[src/hdl/ppm_pkg.sv]
// ----------------------------------------------------------------------------
// ppm_pkg
// Shared codes, limits and the result beat type of the P6 stream decoder.
// ----------------------------------------------------------------------------
`default_nettype none

package ppm_pkg;

  localparam int unsigned MAX_DIM   = 16384;
  localparam int unsigned VALUE_CAP = 65536;
  localparam int unsigned VAL_W     = 17;
  localparam int unsigned DIM_W     = 15;
  localparam int unsigned CNT_W     = 14;

  localparam logic [2:0] PH_MAGIC  = 3'd0;
  localparam logic [2:0] PH_WIDTH  = 3'd1;
  localparam logic [2:0] PH_HEIGHT = 3'd2;
  localparam logic [2:0] PH_MAXVAL = 3'd3;
  localparam logic [2:0] PH_PIXELS = 3'd4;
  localparam logic [2:0] PH_DONE   = 3'd5;
  localparam logic [2:0] PH_FAILED = 3'd6;

  localparam logic [1:0] KIND_HEADER = 2'd0;
  localparam logic [1:0] KIND_PIXEL  = 2'd1;
  localparam logic [1:0] KIND_ERROR  = 2'd2;

  localparam logic [2:0] ERR_NONE      = 3'd0;
  localparam logic [2:0] ERR_MAGIC     = 3'd1;
  localparam logic [2:0] ERR_ZERO      = 3'd2;
  localparam logic [2:0] ERR_TOO_LARGE = 3'd3;
  localparam logic [2:0] ERR_MAXVAL    = 3'd4;
  localparam logic [2:0] ERR_TRUNCATED = 3'd5;

  localparam logic [7:0] CH_P       = 8'h50;
  localparam logic [7:0] CH_6       = 8'h36;
  localparam logic [7:0] CH_HASH    = 8'h23;
  localparam logic [7:0] CH_NEWLINE = 8'h0a;
  localparam logic [7:0] CH_SPACE   = 8'h20;
  localparam logic [7:0] CH_TAB     = 8'h09;
  localparam logic [7:0] CH_CR      = 8'h0d;
  localparam logic [7:0] CH_ZERO    = 8'h30;
  localparam logic [7:0] CH_NINE    = 8'h39;
  localparam logic [7:0] ALPHA      = 8'hff;
  localparam logic [VAL_W-1:0] MAXVAL_OK = VAL_W'(255);

  typedef struct packed {
    logic [1:0]       kind;
    logic [DIM_W-1:0] width;
    logic [DIM_W-1:0] height;
    logic [31:0]      bgra;
    logic             last;
    logic [2:0]       cause;
  } result_t;

endpackage

`default_nettype wire

[src/hdl/ppm_p6_stream_decoder.sv]
// ----------------------------------------------------------------------------
// ppm_p6_stream_decoder
// Byte-wide decoder for binary P6 image files: header parse, BGRA pixels.
// ----------------------------------------------------------------------------
// Input channel: one file byte per beat (file_byte, first_byte, last_byte),
// in_valid / in_stall. first_byte restarts the parser before the byte is used.
// Output channel: zero or one result beat per input beat, out_valid /
// out_stall: a header beat once maxval is read, one pixel beat per R,G,B
// triple, or an error beat that tells the consumer to drop the file.
// Registering: a result goes into the output register, or the skid register.
// Throughput: one byte per cycle while in_stall is low; the parser state is
// updated by one pass of combinational logic per byte.
// Stall: a two-entry output buffer (output register plus skid register) keeps
// the input open while one result waits; in_stall rises only once both are
// full and is driven straight from the skid register.
// Reset: synchronous, clears the parser to the magic phase and empties the
// output buffer.
// ----------------------------------------------------------------------------
`default_nettype none

module ppm_p6_stream_decoder
  import ppm_pkg::*;
(
  input  wire logic             clk,
  input  wire logic             rst,
  input  wire logic             in_valid,
  output logic                  in_stall,
  input  wire logic [7:0]       file_byte,
  input  wire logic             first_byte,
  input  wire logic             last_byte,
  output logic                  out_valid,
  input  wire logic             out_stall,
  output logic [1:0]            result_kind,
  output logic [DIM_W-1:0]      image_width,
  output logic [DIM_W-1:0]      image_height,
  output logic [31:0]           pixel_bgra,
  output logic                  last_pixel,
  output logic [2:0]            error_cause
);

  logic [2:0]       parse_phase;
  logic             in_comment;
  logic             token_started;
  logic             digits_ended;
  logic [VAL_W-1:0] token_value;
  logic [1:0]       magic_position;
  logic             magic_bad;
  logic [VAL_W-1:0] width_store;
  logic [VAL_W-1:0] height_store;
  logic [CNT_W-1:0] column_count;
  logic [CNT_W-1:0] row_count;
  logic [1:0]       channel_index;
  logic [7:0]       red_hold;
  logic [7:0]       green_hold;

  logic [2:0]       parse_phase_next;
  logic             in_comment_next;
  logic             token_started_next;
  logic             digits_ended_next;
  logic [VAL_W-1:0] token_value_next;
  logic [1:0]       magic_position_next;
  logic             magic_bad_next;
  logic [VAL_W-1:0] width_store_next;
  logic [VAL_W-1:0] height_store_next;
  logic [CNT_W-1:0] column_count_next;
  logic [CNT_W-1:0] row_count_next;
  logic [1:0]       channel_index_next;
  logic [7:0]       red_hold_next;
  logic [7:0]       green_hold_next;

  logic    res_valid;
  result_t res;
  result_t out_beat;
  result_t skid_beat;
  logic    skid_valid;
  logic    accept;
  logic    out_free;

  assign in_stall = skid_valid;
  assign accept   = in_valid && !in_stall;
  assign out_free = !out_valid || !out_stall;

  // per-byte parser step
  always_comb begin
    logic             hdr;
    logic             is_space;
    logic             is_digit;
    logic             do_close;
    logic             hdr_ok;
    logic             pix;
    logic             final_pix;
    logic             col_wrap;
    logic [2:0]       err;
    logic [VAL_W+3:0] prod;
    logic [DIM_W-1:0] col_inc;
    logic [DIM_W-1:0] row_inc;

    hdr       = 1'b0;
    is_space  = 1'b0;
    is_digit  = 1'b0;
    do_close  = 1'b0;
    hdr_ok    = 1'b0;
    pix       = 1'b0;
    final_pix = 1'b0;
    col_wrap  = 1'b0;
    err       = ERR_NONE;
    prod      = '0;
    col_inc   = '0;
    row_inc   = '0;

    parse_phase_next    = parse_phase;
    in_comment_next     = in_comment;
    token_started_next  = token_started;
    digits_ended_next   = digits_ended;
    token_value_next    = token_value;
    magic_position_next = magic_position;
    magic_bad_next      = magic_bad;
    width_store_next    = width_store;
    height_store_next   = height_store;
    column_count_next   = column_count;
    row_count_next      = row_count;
    channel_index_next  = channel_index;
    red_hold_next       = red_hold;
    green_hold_next     = green_hold;

    if (first_byte) begin
      parse_phase_next    = PH_MAGIC;
      in_comment_next     = 1'b0;
      token_started_next  = 1'b0;
      digits_ended_next   = 1'b0;
      token_value_next    = '0;
      magic_position_next = '0;
      magic_bad_next      = 1'b0;
      width_store_next    = '0;
      height_store_next   = '0;
      column_count_next   = '0;
      row_count_next      = '0;
      channel_index_next  = '0;
      red_hold_next       = '0;
      green_hold_next     = '0;
    end

    is_space = (file_byte == CH_SPACE) || (file_byte >= CH_TAB && file_byte <= CH_CR);
    is_digit = (file_byte >= CH_ZERO) && (file_byte <= CH_NINE);
    hdr      = (parse_phase_next <= PH_MAXVAL);

    // pixel bytes
    col_inc  = DIM_W'(column_count_next) + DIM_W'(1);
    row_inc  = DIM_W'(row_count_next) + DIM_W'(1);
    col_wrap = VAL_W'(col_inc) >= width_store_next;
    if (parse_phase_next == PH_PIXELS) begin
      case (channel_index_next)
        2'd0: begin
          red_hold_next      = file_byte;
          channel_index_next = 2'd1;
        end
        2'd1: begin
          green_hold_next    = file_byte;
          channel_index_next = 2'd2;
        end
        default: begin
          channel_index_next = 2'd0;
          pix                = 1'b1;
          final_pix          = col_wrap && (VAL_W'(row_inc) >= height_store_next);
          if (col_wrap) begin
            column_count_next = '0;
            row_count_next    = row_inc[CNT_W-1:0];
          end else begin
            column_count_next = col_inc[CNT_W-1:0];
          end
          if (final_pix) begin
            parse_phase_next = PH_DONE;
          end
        end
      endcase
    end

    // header bytes, token close deferred
    if (hdr) begin
      if (in_comment_next) begin
        if (file_byte == CH_NEWLINE) begin
          in_comment_next = 1'b0;
        end
      end else if (file_byte == CH_HASH) begin
        in_comment_next = 1'b1;
      end else if (is_space) begin
        do_close = token_started_next;
      end else begin
        token_started_next = 1'b1;
        if (parse_phase_next == PH_MAGIC) begin
          if ((magic_position_next == 2'd0 && file_byte != CH_P) ||
              (magic_position_next == 2'd1 && file_byte != CH_6) ||
              (magic_position_next >= 2'd2)) begin
            magic_bad_next = 1'b1;
          end
          if (magic_position_next < 2'd3) begin
            magic_position_next = magic_position_next + 2'd1;
          end
        end else if (!digits_ended_next && is_digit) begin
          prod = ((VAL_W+4)'(token_value_next) << 3) + ((VAL_W+4)'(token_value_next) << 1)
                 + (VAL_W+4)'(file_byte - CH_ZERO);
          if (prod > (VAL_W+4)'(VALUE_CAP)) begin
            token_value_next = VAL_W'(VALUE_CAP);
          end else begin
            token_value_next = prod[VAL_W-1:0];
          end
        end else begin
          digits_ended_next = 1'b1;
        end
      end
      if (last_byte && token_started_next) begin
        do_close = 1'b1;
      end
    end

    if (do_close) begin
      case (parse_phase_next)
        PH_MAGIC: begin
          if (magic_bad_next || magic_position_next != 2'd2) begin
            parse_phase_next = PH_FAILED;
            err              = ERR_MAGIC;
          end else begin
            parse_phase_next = PH_WIDTH;
          end
        end
        PH_WIDTH: begin
          width_store_next = token_value_next;
          parse_phase_next = PH_HEIGHT;
        end
        PH_HEIGHT: begin
          height_store_next = token_value_next;
          parse_phase_next  = PH_MAXVAL;
        end
        default: begin
          if (token_value_next != MAXVAL_OK) begin
            err = ERR_MAXVAL;
          end else if (width_store_next == '0 || height_store_next == '0) begin
            err = ERR_ZERO;
          end else if (width_store_next > VAL_W'(MAX_DIM) ||
                       height_store_next > VAL_W'(MAX_DIM)) begin
            err = ERR_TOO_LARGE;
          end else begin
            hdr_ok = 1'b1;
          end
          if (hdr_ok) begin
            parse_phase_next   = PH_PIXELS;
            column_count_next  = '0;
            row_count_next     = '0;
            channel_index_next = '0;
          end else begin
            parse_phase_next = PH_FAILED;
          end
        end
      endcase
      token_started_next  = 1'b0;
      digits_ended_next   = 1'b0;
      token_value_next    = '0;
      magic_position_next = '0;
      magic_bad_next      = 1'b0;
    end

    // end of file before the image is complete
    if (last_byte && parse_phase_next <= PH_PIXELS) begin
      parse_phase_next = PH_FAILED;
      err              = ERR_TRUNCATED;
      pix              = 1'b0;
      hdr_ok           = 1'b0;
    end

    res       = '0;
    res_valid = 1'b0;
    if (err != ERR_NONE) begin
      res_valid = 1'b1;
      res.kind  = KIND_ERROR;
      res.cause = err;
    end else if (pix) begin
      res_valid  = 1'b1;
      res.kind   = KIND_PIXEL;
      res.width  = width_store_next[DIM_W-1:0];
      res.height = height_store_next[DIM_W-1:0];
      res.bgra   = {ALPHA, red_hold_next, green_hold_next, file_byte};
      res.last   = final_pix;
    end else if (hdr_ok) begin
      res_valid  = 1'b1;
      res.kind   = KIND_HEADER;
      res.width  = width_store_next[DIM_W-1:0];
      res.height = height_store_next[DIM_W-1:0];
    end
  end

  always_ff @(posedge clk) begin
    if (rst) begin
      parse_phase    <= PH_MAGIC;
      in_comment     <= 1'b0;
      token_started  <= 1'b0;
      digits_ended   <= 1'b0;
      token_value    <= '0;
      magic_position <= '0;
      magic_bad      <= 1'b0;
      width_store    <= '0;
      height_store   <= '0;
      column_count   <= '0;
      row_count      <= '0;
      channel_index  <= '0;
      red_hold       <= '0;
      green_hold     <= '0;
    end else if (accept) begin
      parse_phase    <= parse_phase_next;
      in_comment     <= in_comment_next;
      token_started  <= token_started_next;
      digits_ended   <= digits_ended_next;
      token_value    <= token_value_next;
      magic_position <= magic_position_next;
      magic_bad      <= magic_bad_next;
      width_store    <= width_store_next;
      height_store   <= height_store_next;
      column_count   <= column_count_next;
      row_count      <= row_count_next;
      channel_index  <= channel_index_next;
      red_hold       <= red_hold_next;
      green_hold     <= green_hold_next;
    end
  end

  // output register with skid stage
  always_ff @(posedge clk) begin
    if (rst) begin
      out_valid  <= 1'b0;
      skid_valid <= 1'b0;
    end else if (out_free) begin
      if (skid_valid) begin
        out_beat   <= skid_beat;
        out_valid  <= 1'b1;
        skid_valid <= 1'b0;
      end else if (accept && res_valid) begin
        out_beat  <= res;
        out_valid <= 1'b1;
      end else begin
        out_valid <= 1'b0;
      end
    end else if (accept && res_valid) begin
      skid_beat  <= res;
      skid_valid <= 1'b1;
    end
  end

  assign result_kind  = out_beat.kind;
  assign image_width  = out_beat.width;
  assign image_height = out_beat.height;
  assign pixel_bgra   = out_beat.bgra;
  assign last_pixel   = out_beat.last;
  assign error_cause  = out_beat.cause;

endmodule

`default_nettype wire
[config.mk]
export PLATFORM = sky130hd
export DESIGN_NAME = ppm_p6_stream_decoder
export DESIGN_NICKNAME = d
export VERILOG_FILES = /design/src/hdl/ppm_pkg.sv /design/src/hdl/ppm_p6_stream_decoder.sv
export SDC_FILE = /design/constraint.sdc
export NUM_CORES = 1
export LEC_CHECK = 0
export BUFFER_PORTS_ARGS = -buffer_cell sky130_fd_sc_hd__buf_2
export CELL_PAD_IN_SITES_DETAIL_PLACEMENT = 1
export CELL_PAD_IN_SITES_GLOBAL_PLACEMENT = 1
export CORE_ASPECT_RATIO = 0.75
export CORE_MARGIN = 5
export CORE_UTILIZATION = 53
export CTS_BUF_LIST = sky130_fd_sc_hd__clkbuf_4 sky130_fd_sc_hd__clkbuf_8
export CTS_CLUSTER_DIAMETER = 100
export CTS_CLUSTER_SIZE = 40
export DETAILED_ROUTE_END_ITERATION = 6
export PLACE_DENSITY_LB_ADDON = 0.08
export REMOVE_ABC_BUFFERS = 1
export SYNTH_ARGS = -nofsm -noshare
export SYNTH_HDL_FRONTEND = slang
export SYNTH_SLANG_ARGS = --single-unit
[constraint.sdc]
create_clock -name clk -period 28.8 [get_ports clk]
set_input_delay 4.32 -clock clk [delete_from_list [all_inputs] [get_ports clk]]
set_output_delay 4.32 -clock clk [all_outputs]
set_load 0.05 [all_outputs]
---- Yosys cells after proc, flatten, opt, wreduce, memory -nomap -nowiden ----
Cells that the tools add are included.
storage, ports and cells
  logic and storage cells ................. 219
  flip-flop bits (word level) ............. 244
operators by class
  bitwise operators ....................... 2
  multiplexer cells ....................... 124
  add/sub/neg operators ................... 6
  reduce and logical (&&, ||, !) cells .... 34
  equal/unequal tests ..................... 12
  $lt $le $gt $ge ......................... 13
operators by type and width
  kind                                                                               number
  17-bit two-way mux                                                                 15
  14-bit two-way mux                                                                 14
  68-bit two-way mux                                                                 2
  63-bit two-way mux                                                                 1
  1-bit two-way mux                                                                  52
  8-bit two-way mux                                                                  6
  15-bit by 17-bit greater-or-equal comparator with 1-bit output                     2
  17-bit by 15-bit greater-than comparator with 1-bit output, second input constant  2
  17-bit logical NOT                                                                 2
  2-bit two-way mux                                                                  17
  3-bit two-way mux                                                                  11
  33-bit two-way mux                                                                 1
  32-bit two-way mux                                                                 1
  14-bit by 1-bit adder with 15-bit output, second input constant                    2
  30-bit two-way mux                                                                 1
  20-bit by 18-bit adder with 21-bit output                                          1
  21-bit adder                                                                       1
  21-bit by 17-bit greater-than comparator with 1-bit output, second input constant  1
  17-bit by 8-bit inequality test with 1-bit output, second input constant           1
  8-bit by 6-bit == test with 1-bit output, second input constant                    2
  1-bit logical AND                                                                  10
  3-bit one-hot mux with 3 select lines                                              1
  8-bit by 6-bit subtractor with 9-bit output, second input constant                 1
  8-bit by 4-bit == test with 1-bit output, second input constant                    1
  28 further kinds                                                                   43

---- Depth between registers and ports, before layout ----
Gate-level depths: netlist (run 1).
  depth after elaboration ................. 29
  mapped depth ............................ 27
  mapped depth without buffers ............ 21

---- Worst setup path after synthesis (run 1) ----
Ideal clock, no wire load.
  path kind ............................... input port to flip-flop
  start ................................... input port first_byte
  end ..................................... register skid_beat[0] in the netlist's numbering, enable pin
  arrival time ............................ 15.071 ns
  setup slack ............................. 13.082 ns
  data required time ...................... 28.153 ns
  setup time .............................. 0.647 ns
  cell stages on the path ................. 24
  path through ............................ clkbuf_1 > clkbuf_1 > clkbuf_1 > clkbuf_1 > buf_1 > clkbuf_1 > nor2b_1 > ha_1 > and3_1 > and3_1 > nand3_1 > o21ai_0 > a21oi_1 > ha_1 > a21oi_1 > nor2b_1 > o21ai_0 > a21oi_1 > a211o_1 > nor4b_1 > o21ai_0 > a31oi_1 > nand3_1 > nor4b_1
on the way
  longest elaborated chain between the ends .. 28
  elaborated cells on any way between the ends .. 112
  classes of those cells .................. add/sub (5); order compare (9); eq/ne (7); mux (68); reduce/logical (23)
RTL lines
  what                                                                                RTL line                      source
  start, declared                                                                     ppm_p6_stream_decoder.sv:29   input wire logic first_byte,
  branches (longest 25 deep; another with 20-bit by 18-bit adder with 21-bit output)  --
  1-bit two-way mux (*)                                                               ppm_p6_stream_decoder.sv:272  if (err != ERR_NONE) begin
  1-bit logical AND (*)                                                               ppm_p6_stream_decoder.sv:341  end else if (accept && res_valid) begin
  3-bit AND reduction (no line) (*)                                                   --
  end signal, assigned                                                                ppm_p6_stream_decoder.sv:342  skid_beat <= res;
  end, declared                                                                       ppm_p6_stream_decoder.sv:74   result_t skid_beat;
Mark *: on every way between the ends. The select of a mux whose other input is x is not followed.
A chain may end at the register's enable or synchronous reset.

==> run_results.csv, run 1 <==
group,metric,value,unit
outcome,outcome,"finished, final reports clean",
floorplanning,fp.dieArea,29600,µm²
placement,port_buffers,83,
routing,routed_wire_length_per_instance,23.1,µm
routing,drt.antenna.violating_nets,0,
worst_setup_path,timing.critical_path.buf_inv,5,
yosys,dominantRegCellSynth,"sky130_fd_sc_hd__edfxtp_1",
yosys,ys_seq_elements,228,
yosys,syn-mean-instance-area,8.67,µm²
placement,post_dp_cell_area,14500,µm²
yosys,synth_edf_count,120,
placement,detailedPlace.worstSlack,16.83,ns
sta,rsz_0062_raised_after_global_routing,"no",
finish,finish.net_count,1695,
grt,grt_max_degree,81,
sta,slew-limit-headroom,0.189,
routing,drc_errors,0,
finish,finish.instance_area,14700,µm²
finish,signed_area_change_from_the_synthesized_netlist_to_the_final_layout,5.40,%
worst_setup_path,timing.critical_path.mode_cell,"sky130_fd_sc_hd__or4_1",
placement,globalplace.congestion,0.923,
clock_tree,cts-htree-levels,1,
clock_tree,post_cts_resize_count,0,
routing,drt_first_pass_iters,5,
clock_tree,clkSinkCount,228,
worst_setup_path,critPathSlowestCell,"sky130_fd_sc_hd__or4_1",
clock_tree,clk_root_buffer_cell,"sky130_fd_sc_hd__clkbuf_8",
finish,fillerInstances,3091,
clock_tree,tritoncts.num_buffers,10,
worst_setup_path,critical_path.max_stage_delay,0.94,ns
finish,mostFrequentLayoutCells,"sky130_fd_sc_hd__nand2_1, sky130_fd_sc_hd__nor2_1, sky130_fd_sc_hd__edfxtp_1, sky130_fd_sc_hd__a21oi_1, sky130_fd_sc_hd__dfxtp_1",
clock_tree,cts_tree,"built",
finish,ratio_of_cells_with_drive_above_1_in_the_final_layout,0.102,
floorplanning,die_w,197,µm
worst_setup_path,critPathArrivalTime,11.81,ns
grt,first_global_vias,12300,
sta,worst_hold_slack,0.485,ns
grt,grt_overflow_total,0,
power_and_ir_drop,vdd_drop_max,32.0,µV
floorplanning,die_height,150,µm
grt,initial_antenna_violation_count,0,
yosys,netlist_area,13900,µm²
worst_setup_path,worst_path_dominant_cell_family,"simple AND/OR/NAND/NOR gates",
sta,hold_viol_final,0,
routing,detail_route.vias_per_cell,6.52,
min_path,worstHoldPathType,"reg2reg",
sta,layout_worst_path_cycle_share,0.401,
clock_tree,clock_slew_seen_by_the_registers_of_the_worst_setup_and_hold_paths,0.16,ns
power_and_ir_drop,power_per_cell_area,39.2,nW/µm²
floorplanning,floorplan.core_area,25900,µm²
worst_setup_path,worstPathCellList,"buf_2 > buf_4 > inv_2 > buf_4 > nand2_1 > fa_1 > inv_1 > fa_1 > a211oi_2 > o21ai_2 > xor2_1 > or4_1 > or4_1 > o41a_1 > nor3_1 > o2111ai_2 > or4_1 > a21oi_4 > nor3_1",
yosys,synth_sequential_area_ratio,0.414,
clock_tree,post_cts_hold_buffer_count,0,
clock_tree,clk-insertion-delay-late,0.59,ns
floorplanning,num_rows,51,
sta,worst_slack,17.25,ns
yosys,async_sr_flop_fraction,0,
finish,antenna_cells,0,
grt,global_route.usage.total,0.298,
floorplanning,boundaryPins,84,
routing,drc_marker_count_from_the_first_detailed_route_iteration,1169,
grt,grt_first_pass_wirelength,70700,µm
worst_setup_path,worst_setup_path_end_kind,"flip-flop",
worst_setup_path,critical_path.startpoint_type,"input port",
yosys,syn-instance-count,1604,
floorplanning,start_util,0.537,
job,timing.max_cap.violations,0,
clock_tree,post_cts.repair.setup_buffers,0,
routing,drt_wl_total,45100,µm
sta,setup_viol_count_final,0,
sta,finalClockSkew,0.0842,ns
power_and_ir_drop,total_power,0.000574,W
worst_setup_path,peak_fanout_along_the_critical_path,52,
sta,setup_total_negative_slack,0,ns
power_and_ir_drop,leakage_dissipation,5.37,nW
yosys,yosys_warnings,0,
worst_setup_path,critPathRequiredTime,29.06,ns
sta,tightest_slew,1.21,ns
yosys,post_synthesis_cell_type_count,82,
sta,finalMaxSlewViolations,0,
finish,layout.cells.most_common,"sky130_fd_sc_hd__nand2_1",
sta,maxClockFrequency,86.6,MHz
clock_tree,max-clock-path-buffers,3,
worst_setup_path,worst_path_class_setup,"in2reg",
sta,layout_min_cycle_time,11.55,ns
placement,detailed_place_hpwl,33600,µm
routing,route.vias.total,12700,
power breakdown:
| group | leakage (nW) | total [W] | switching (W) | internal (W) |
|---|---|---|---|---|
| Sequential | 2.12 | 0.000350 | 0.00000345 | 0.000347 |
| Combinational | 3.15 | 0.0000835 | 0.0000647 | 0.0000188 |
| Clock | 0.104 | 0.000141 | 0.000100 | 0.0000405 |
| Total | 5.37 | 0.000574 | 0.000168 | 0.000406 |
cells by family after synthesis:
family,Yosys count,synth area share
and+or+nand+nor,655,0.220
xor gates and xnor gates,33,0.0208
DFF,228,0.414
buffers and inverters,157,0.0467
muxes,20,0.0156
adders and majority gates,75,0.0761
AOI/OAI and AO/OA,436,0.207
flip-flops by register name, summed over array words and instances, names as in the netlist, 2 cells and up:
name / cells
channel_index: 2
column_count: 14
error_cause: 3
green_hold: 8
height_store: 17
image_height: 15
image_width: 15
magic_position: 2
parse_phase: 3
pixel_bgra: 24
red_hold: 8
result_kind: 2
row_count: 14
skid_beat: 60
token_value: 17
width_store: 17
through the flow:
stage,cells,utilization
after detailed placement,1938,0.559
after global routing,1954,0.566
after global placement,1938,0.559
after CTS,1954,0.566
final,1954,0.566
after floorplan,1489,-
worst reg2reg max path, cell delays in order (launching register included):
cell and delay, ns:
sky130_fd_sc_hd__dfxtp_1 0.37, sky130_fd_sc_hd__nor2b_1 0.43, sky130_fd_sc_hd__inv_1 0.16, sky130_fd_sc_hd__fa_1 0.57, sky130_fd_sc_hd__inv_1 0.05, sky130_fd_sc_hd__ha_1 0.34
sky130_fd_sc_hd__nand2_1 0.11, sky130_fd_sc_hd__o31ai_2 0.67, sky130_fd_sc_hd__xor2_1 0.24, sky130_fd_sc_hd__or4_1 0.60, sky130_fd_sc_hd__o41a_1 0.44, sky130_fd_sc_hd__nor3_1 0.64
sky130_fd_sc_hd__o2111ai_2 0.26, sky130_fd_sc_hd__or4_1 0.94, sky130_fd_sc_hd__a21oi_4 0.84, sky130_fd_sc_hd__nor3_1 0.15
worst paths after layout:
path,slack [ns],startpoint,endpoint,depth (start not counted)
max,17.25,first_byte,skid_beat[25]$_DFFE_PP_,19
min,0.49,token_value[2]$_SDFFE_PP0P_,token_value[2]$_SDFFE_PP0P_,2
max reg2reg,21.75,token_value[5]$_SDFFE_PP0P_,skid_beat[25]$_DFFE_PP_,15
min reg2reg,0.49,token_value[2]$_SDFFE_PP0P_,token_value[2]$_SDFFE_PP0P_,2
per-layer routing:
layer	up-vias	track usage	routed length [µm]
li1	5844	-	-
met1	6366	0.468	21900
met2	467	0.444	19300
met3	56	0.0396	3180
met4	0	0.0523	778
met5	-	0	0
cells in the mapped netlist, types with 12 or more instances:
cell type	number	area share
sky130_fd_sc_hd__nand2_1	216	0.058
sky130_fd_sc_hd__nor2b_1	37	0.017
sky130_fd_sc_hd__nand3_1	45	0.016
sky130_fd_sc_hd__nor3b_1	24	0.013
sky130_fd_sc_hd__nor2_1	180	0.049
sky130_fd_sc_hd__nand4_1	19	0.0085
sky130_fd_sc_hd__a32oi_1	13	0.0082
sky130_fd_sc_hd__o41ai_1	21	0.013
sky130_fd_sc_hd__o31ai_1	14	0.0076
sky130_fd_sc_hd__mux2_2	14	0.011
sky130_fd_sc_hd__fa_1	16	0.023
sky130_fd_sc_hd__xor2_1	16	0.010
sky130_fd_sc_hd__a21o_1	18	0.0097
sky130_fd_sc_hd__dfxtp_1	108	0.16
sky130_fd_sc_hd__nor3_1	44	0.016
sky130_fd_sc_hd__clkbuf_1	85	0.023
sky130_fd_sc_hd__o21a_1	12	0.0065
sky130_fd_sc_hd__and2_1	14	0.0063
sky130_fd_sc_hd__xnor2_1	17	0.011
sky130_fd_sc_hd__a22oi_1	32	0.017
sky130_fd_sc_hd__a21oi_1	119	0.043
sky130_fd_sc_hd__o21ai_0	89	0.032
sky130_fd_sc_hd__edfxtp_1	120	0.26
sky130_fd_sc_hd__ha_1	59	0.053
sky130_fd_sc_hd__a31oi_1	20	0.0090
sky130_fd_sc_hd__a211oi_1	13	0.0070
sky130_fd_sc_hd__inv_1	40	0.011
sky130_fd_sc_hd__nor4_1	26	0.012
final cells by class:
cell class | instances | area, µm² | area share
Inverter | 42 | 158 | 0.0108
Clock inverter | 2 | 15.0 | 0.00102
Multi-Input combinational cell | 1219 | 7540 | 0.514
Clock buffer | 14 | 174 | 0.0119
Timing Repair Buffer | 105 | 583 | 0.0398
Sequential cell | 228 | 5770 | 0.393
Tap cell | 344 | 430 | 0.0294
Note: power is estimated with default switching activity, not from simulation.
==> inputs of run 2 (changes only) <==
--- a/config.mk
+++ b/config.mk
@@ -10,7 +10,7 @@
 export CELL_PAD_IN_SITES_GLOBAL_PLACEMENT = 1
 export CORE_ASPECT_RATIO = 0.75
 export CORE_MARGIN = 5
-export CORE_UTILIZATION = 53
+export CORE_UTILIZATION = 44
 export CTS_BUF_LIST = sky130_fd_sc_hd__clkbuf_4 sky130_fd_sc_hd__clkbuf_8
 export CTS_CLUSTER_DIAMETER = 100
 export CTS_CLUSTER_SIZE = 40
==> constraint.sdc (replaced) <==
create_clock -name clk -period 9.3 [get_ports clk]
set_input_delay 1.395 -clock clk [delete_from_list [all_inputs] [get_ports clk]]
set_output_delay 1.395 -clock clk [all_outputs]
set_load 0.05 [all_outputs]
==> run 2 against run 1 <==
  * Combinational power increased to 3.2 times the previous value
  * Core utilization decreased by 9.1 points
  * Register-to-register slack got worse by 19 ns
  * Sequential power increased to 3.1 times the previous value
  * Routed wire length increased by 3.1%
  * Non-clock buffer count increased by 9
  * Critical path depth decreased by 2
  * Sequential cell count unchanged
  * First-iteration DRC count increased by 12%
  * Clock skew decreased by 0.045 ns
  * Largest power group unchanged
  * Highest routed layer unchanged
==> run_results.csv, run 2 (synthesized netlist as in run 1, its figures left out) <==
group,metric,value,unit
routing,drt_first_pass_iters,6,
finish,multiInputGateArea,7540,µm²
grt,grt_max_degree,82,
sta,finalClockSkew,0.0391,ns
finish,ratio_of_cells_with_drive_above_1_in_the_final_layout,0.108,
routing,drc_errors,0,
finish,finish.instance_area,14800,µm²
worst_setup_path,worst_setup_path_end_kind,"flip-flop",
placement,detailed_place_hpwl,33900,µm
placement,globalplace.congestion,0.930,
sta,slew-limit-headroom,0.150,
clock_tree,tritoncts.num_buffers,11,
clock_tree,cts_tree,"built",
routing,route.vias.total,12600,
routing,detailed_route_wirelength_on_metal3,3060,µm
finish,instances_no_fill,2028,
grt,global_route.usage.total,0.256,
worst_setup_path,worst_path_class_setup,"in2reg",
sta,maxClockFrequency,129,MHz
worst_setup_path,peak_fanout_along_the_critical_path,29,
finish,seqCellArea,5770,µm²
grt,initial_antenna_violation_count,0,
sta,tightest_slew,1.27,ns
min_path,worstHoldPathType,"reg2reg",
grt,grt_overflow_total,0,
worst_setup_path,critPathRequiredTime,9.57,ns
routing,drt_wl_total,46500,µm
placement,post_dp_cell_area,14600,µm²
floorplanning,die_w,215,µm
sta,layout_min_cycle_time,7.72,ns
finish,fraction_of_the_core_area_covered_by_cells_at_the_end_of_the_flow,0.475,
routing,drt.antenna.violating_nets,0,
routing,m1WireLength,23900,µm
finish,signed_area_change_from_the_synthesized_netlist_to_the_final_layout,6.73,%
clock_tree,post_cts_hold_buffer_count,0,
placement,port_buffers,83,
grt,grt_first_pass_wirelength,72800,µm
floorplanning,floorplan.core_area,31300,µm²
sta,layout_worst_path_cycle_share,0.830,
power_and_ir_drop,total_power,0.00182,W
clock_tree,max-clock-path-buffers,3,
routing,length_of_routed_met2_wiring,18800,µm
finish,fillerInstances,3722,
sta,finalMaxSlewViolations,0,
finish,largest_register,"skid_beat",
power_and_ir_drop,vdd_drop_max,86.1,µV
routing,drc_marker_count_from_the_first_detailed_route_iteration,1312,
clock_tree,clkSinkCount,228,
finish,layout.cells.most_common,"sky130_fd_sc_hd__nand2_1",
finish,finish.net_count,1705,
clock_tree,post_cts_resize_count,0,
clock_tree,cts-htree-levels,1,
outcome,outcome,"finished, final reports clean",
clock_tree,clk-insertion-delay-late,0.57,ns
routing,detail_route.vias_per_cell,6.23,
clock_tree,post_cts.repair.setup_buffers,0,
floorplanning,num_rows,56,
power_and_ir_drop,leakage_dissipation,5.43,nW
clock_tree,clk_root_buffer_cell,"sky130_fd_sc_hd__clkbuf_8",
worst_setup_path,critical_path.startpoint_type,"input port",
sta,rsz_0062_raised_after_global_routing,"no",
finish,mostFrequentLayoutCells,"sky130_fd_sc_hd__nand2_1, sky130_fd_sc_hd__nor2_1, sky130_fd_sc_hd__edfxtp_1, sky130_fd_sc_hd__a21oi_1, sky130_fd_sc_hd__dfxtp_1",
sta,setup_viol_count_final,0,
placement,cell_total_after_placement,2009,
grt,first_global_vias,12200,
worst_setup_path,critPathArrivalTime,7.99,ns
clock_tree,clock_slew_seen_by_the_registers_of_the_worst_setup_and_hold_paths,0.16,ns
floorplanning,boundaryPins,84,
power_and_ir_drop,power_per_cell_area,123,nW/µm²
routing,routed_wire_length_per_instance,22.9,µm
floorplanning,start_util,0.445,
job,timing.max_cap.violations,0,
floorplanning,die_height,164,µm
floorplanning,fp.dieArea,35300,µm²
sta,hold_viol_final,0,
finish,largest_reg_flops,60,
routing,topRoutingLayerUsed,"met4",
[run 2: changes by cell type in the layout (fill, tap and decap cells not counted), moves of 2 or more]
cell / delta
sky130_fd_sc_hd__buf_4: +9
sky130_fd_sc_hd__clkbuf_4: -2
sky130_fd_sc_hd__diode_2: +2
sky130_fd_sc_hd__inv_6: +2
[run 2: worst paths after layout]
kind                          startpoint                         to  slack [ns]  depth (start not counted)
min            row_count[4]$_SDFFE_PP0P_  row_count[4]$_SDFFE_PP0P_        0.49                          2
max                         file_byte[4]    skid_beat[22]$_DFFE_PP_        1.58                         17
min reg2reg    row_count[4]$_SDFFE_PP0P_  row_count[4]$_SDFFE_PP0P_        0.49                          2
max reg2reg  token_value[6]$_SDFFE_PP0P_    skid_beat[22]$_DFFE_PP_        2.79                         14
[run 2: report_power, final]
group	switching (W)	internal, W	total, W
Clock	0.000343	0.000131	0.000474
Combinational	0.000205	0.0000599	0.000265
Sequential	0.0000112	0.00107	0.00108
[run 2: layer usage]
layer  GRT usage  vias to the layer above
met2       0.368                      393
met1       0.408                     6330
met5           0                        -
met4      0.0462                        0
met3      0.0380                       46
li1            -                     5871
[run 2: critical path, stage by stage]
cell	delay (ns)
sky130_fd_sc_hd__buf_2	0.18
sky130_fd_sc_hd__ha_1	0.29
sky130_fd_sc_hd__or3_1	0.51
sky130_fd_sc_hd__inv_1	0.48
sky130_fd_sc_hd__fa_1	0.49
sky130_fd_sc_hd__ha_1	0.44
sky130_fd_sc_hd__a21o_1	0.26
sky130_fd_sc_hd__o21bai_1	0.24
sky130_fd_sc_hd__a211o_1	0.37
sky130_fd_sc_hd__nor4b_1	0.31
sky130_fd_sc_hd__a311oi_1	0.17
sky130_fd_sc_hd__or3_1	0.52
sky130_fd_sc_hd__o21ai_0	0.68
sky130_fd_sc_hd__nand4_1	0.21
sky130_fd_sc_hd__or4_1	0.52
sky130_fd_sc_hd__a21oi_4	0.76
sky130_fd_sc_hd__nor3_1	0.12
[run 2: stage by stage]
stage          setup TNS (ns)  hold WS (ns)  worst slack (ns)
2_1_floorplan         -398.86         0.426             -4.18
3_3_place_gp                0         0.461              1.30
3_5_place_dp                0         0.476              1.07
4_1_cts                     0         0.496              1.72
5_1_grt                     0         0.518              1.27
6_report                    0         0.494              1.58
[run 2: area by class of cell]
type                       instances  share of cell area
inverter                          42              0.0106
clock buffer                      12              0.0107
clock inverter                     5             0.00404
multi-input combinational       1219               0.508
tap                              406              0.0342
sequential                       228               0.388
timing repair buffer             114              0.0438
antenna                            2            0.000337
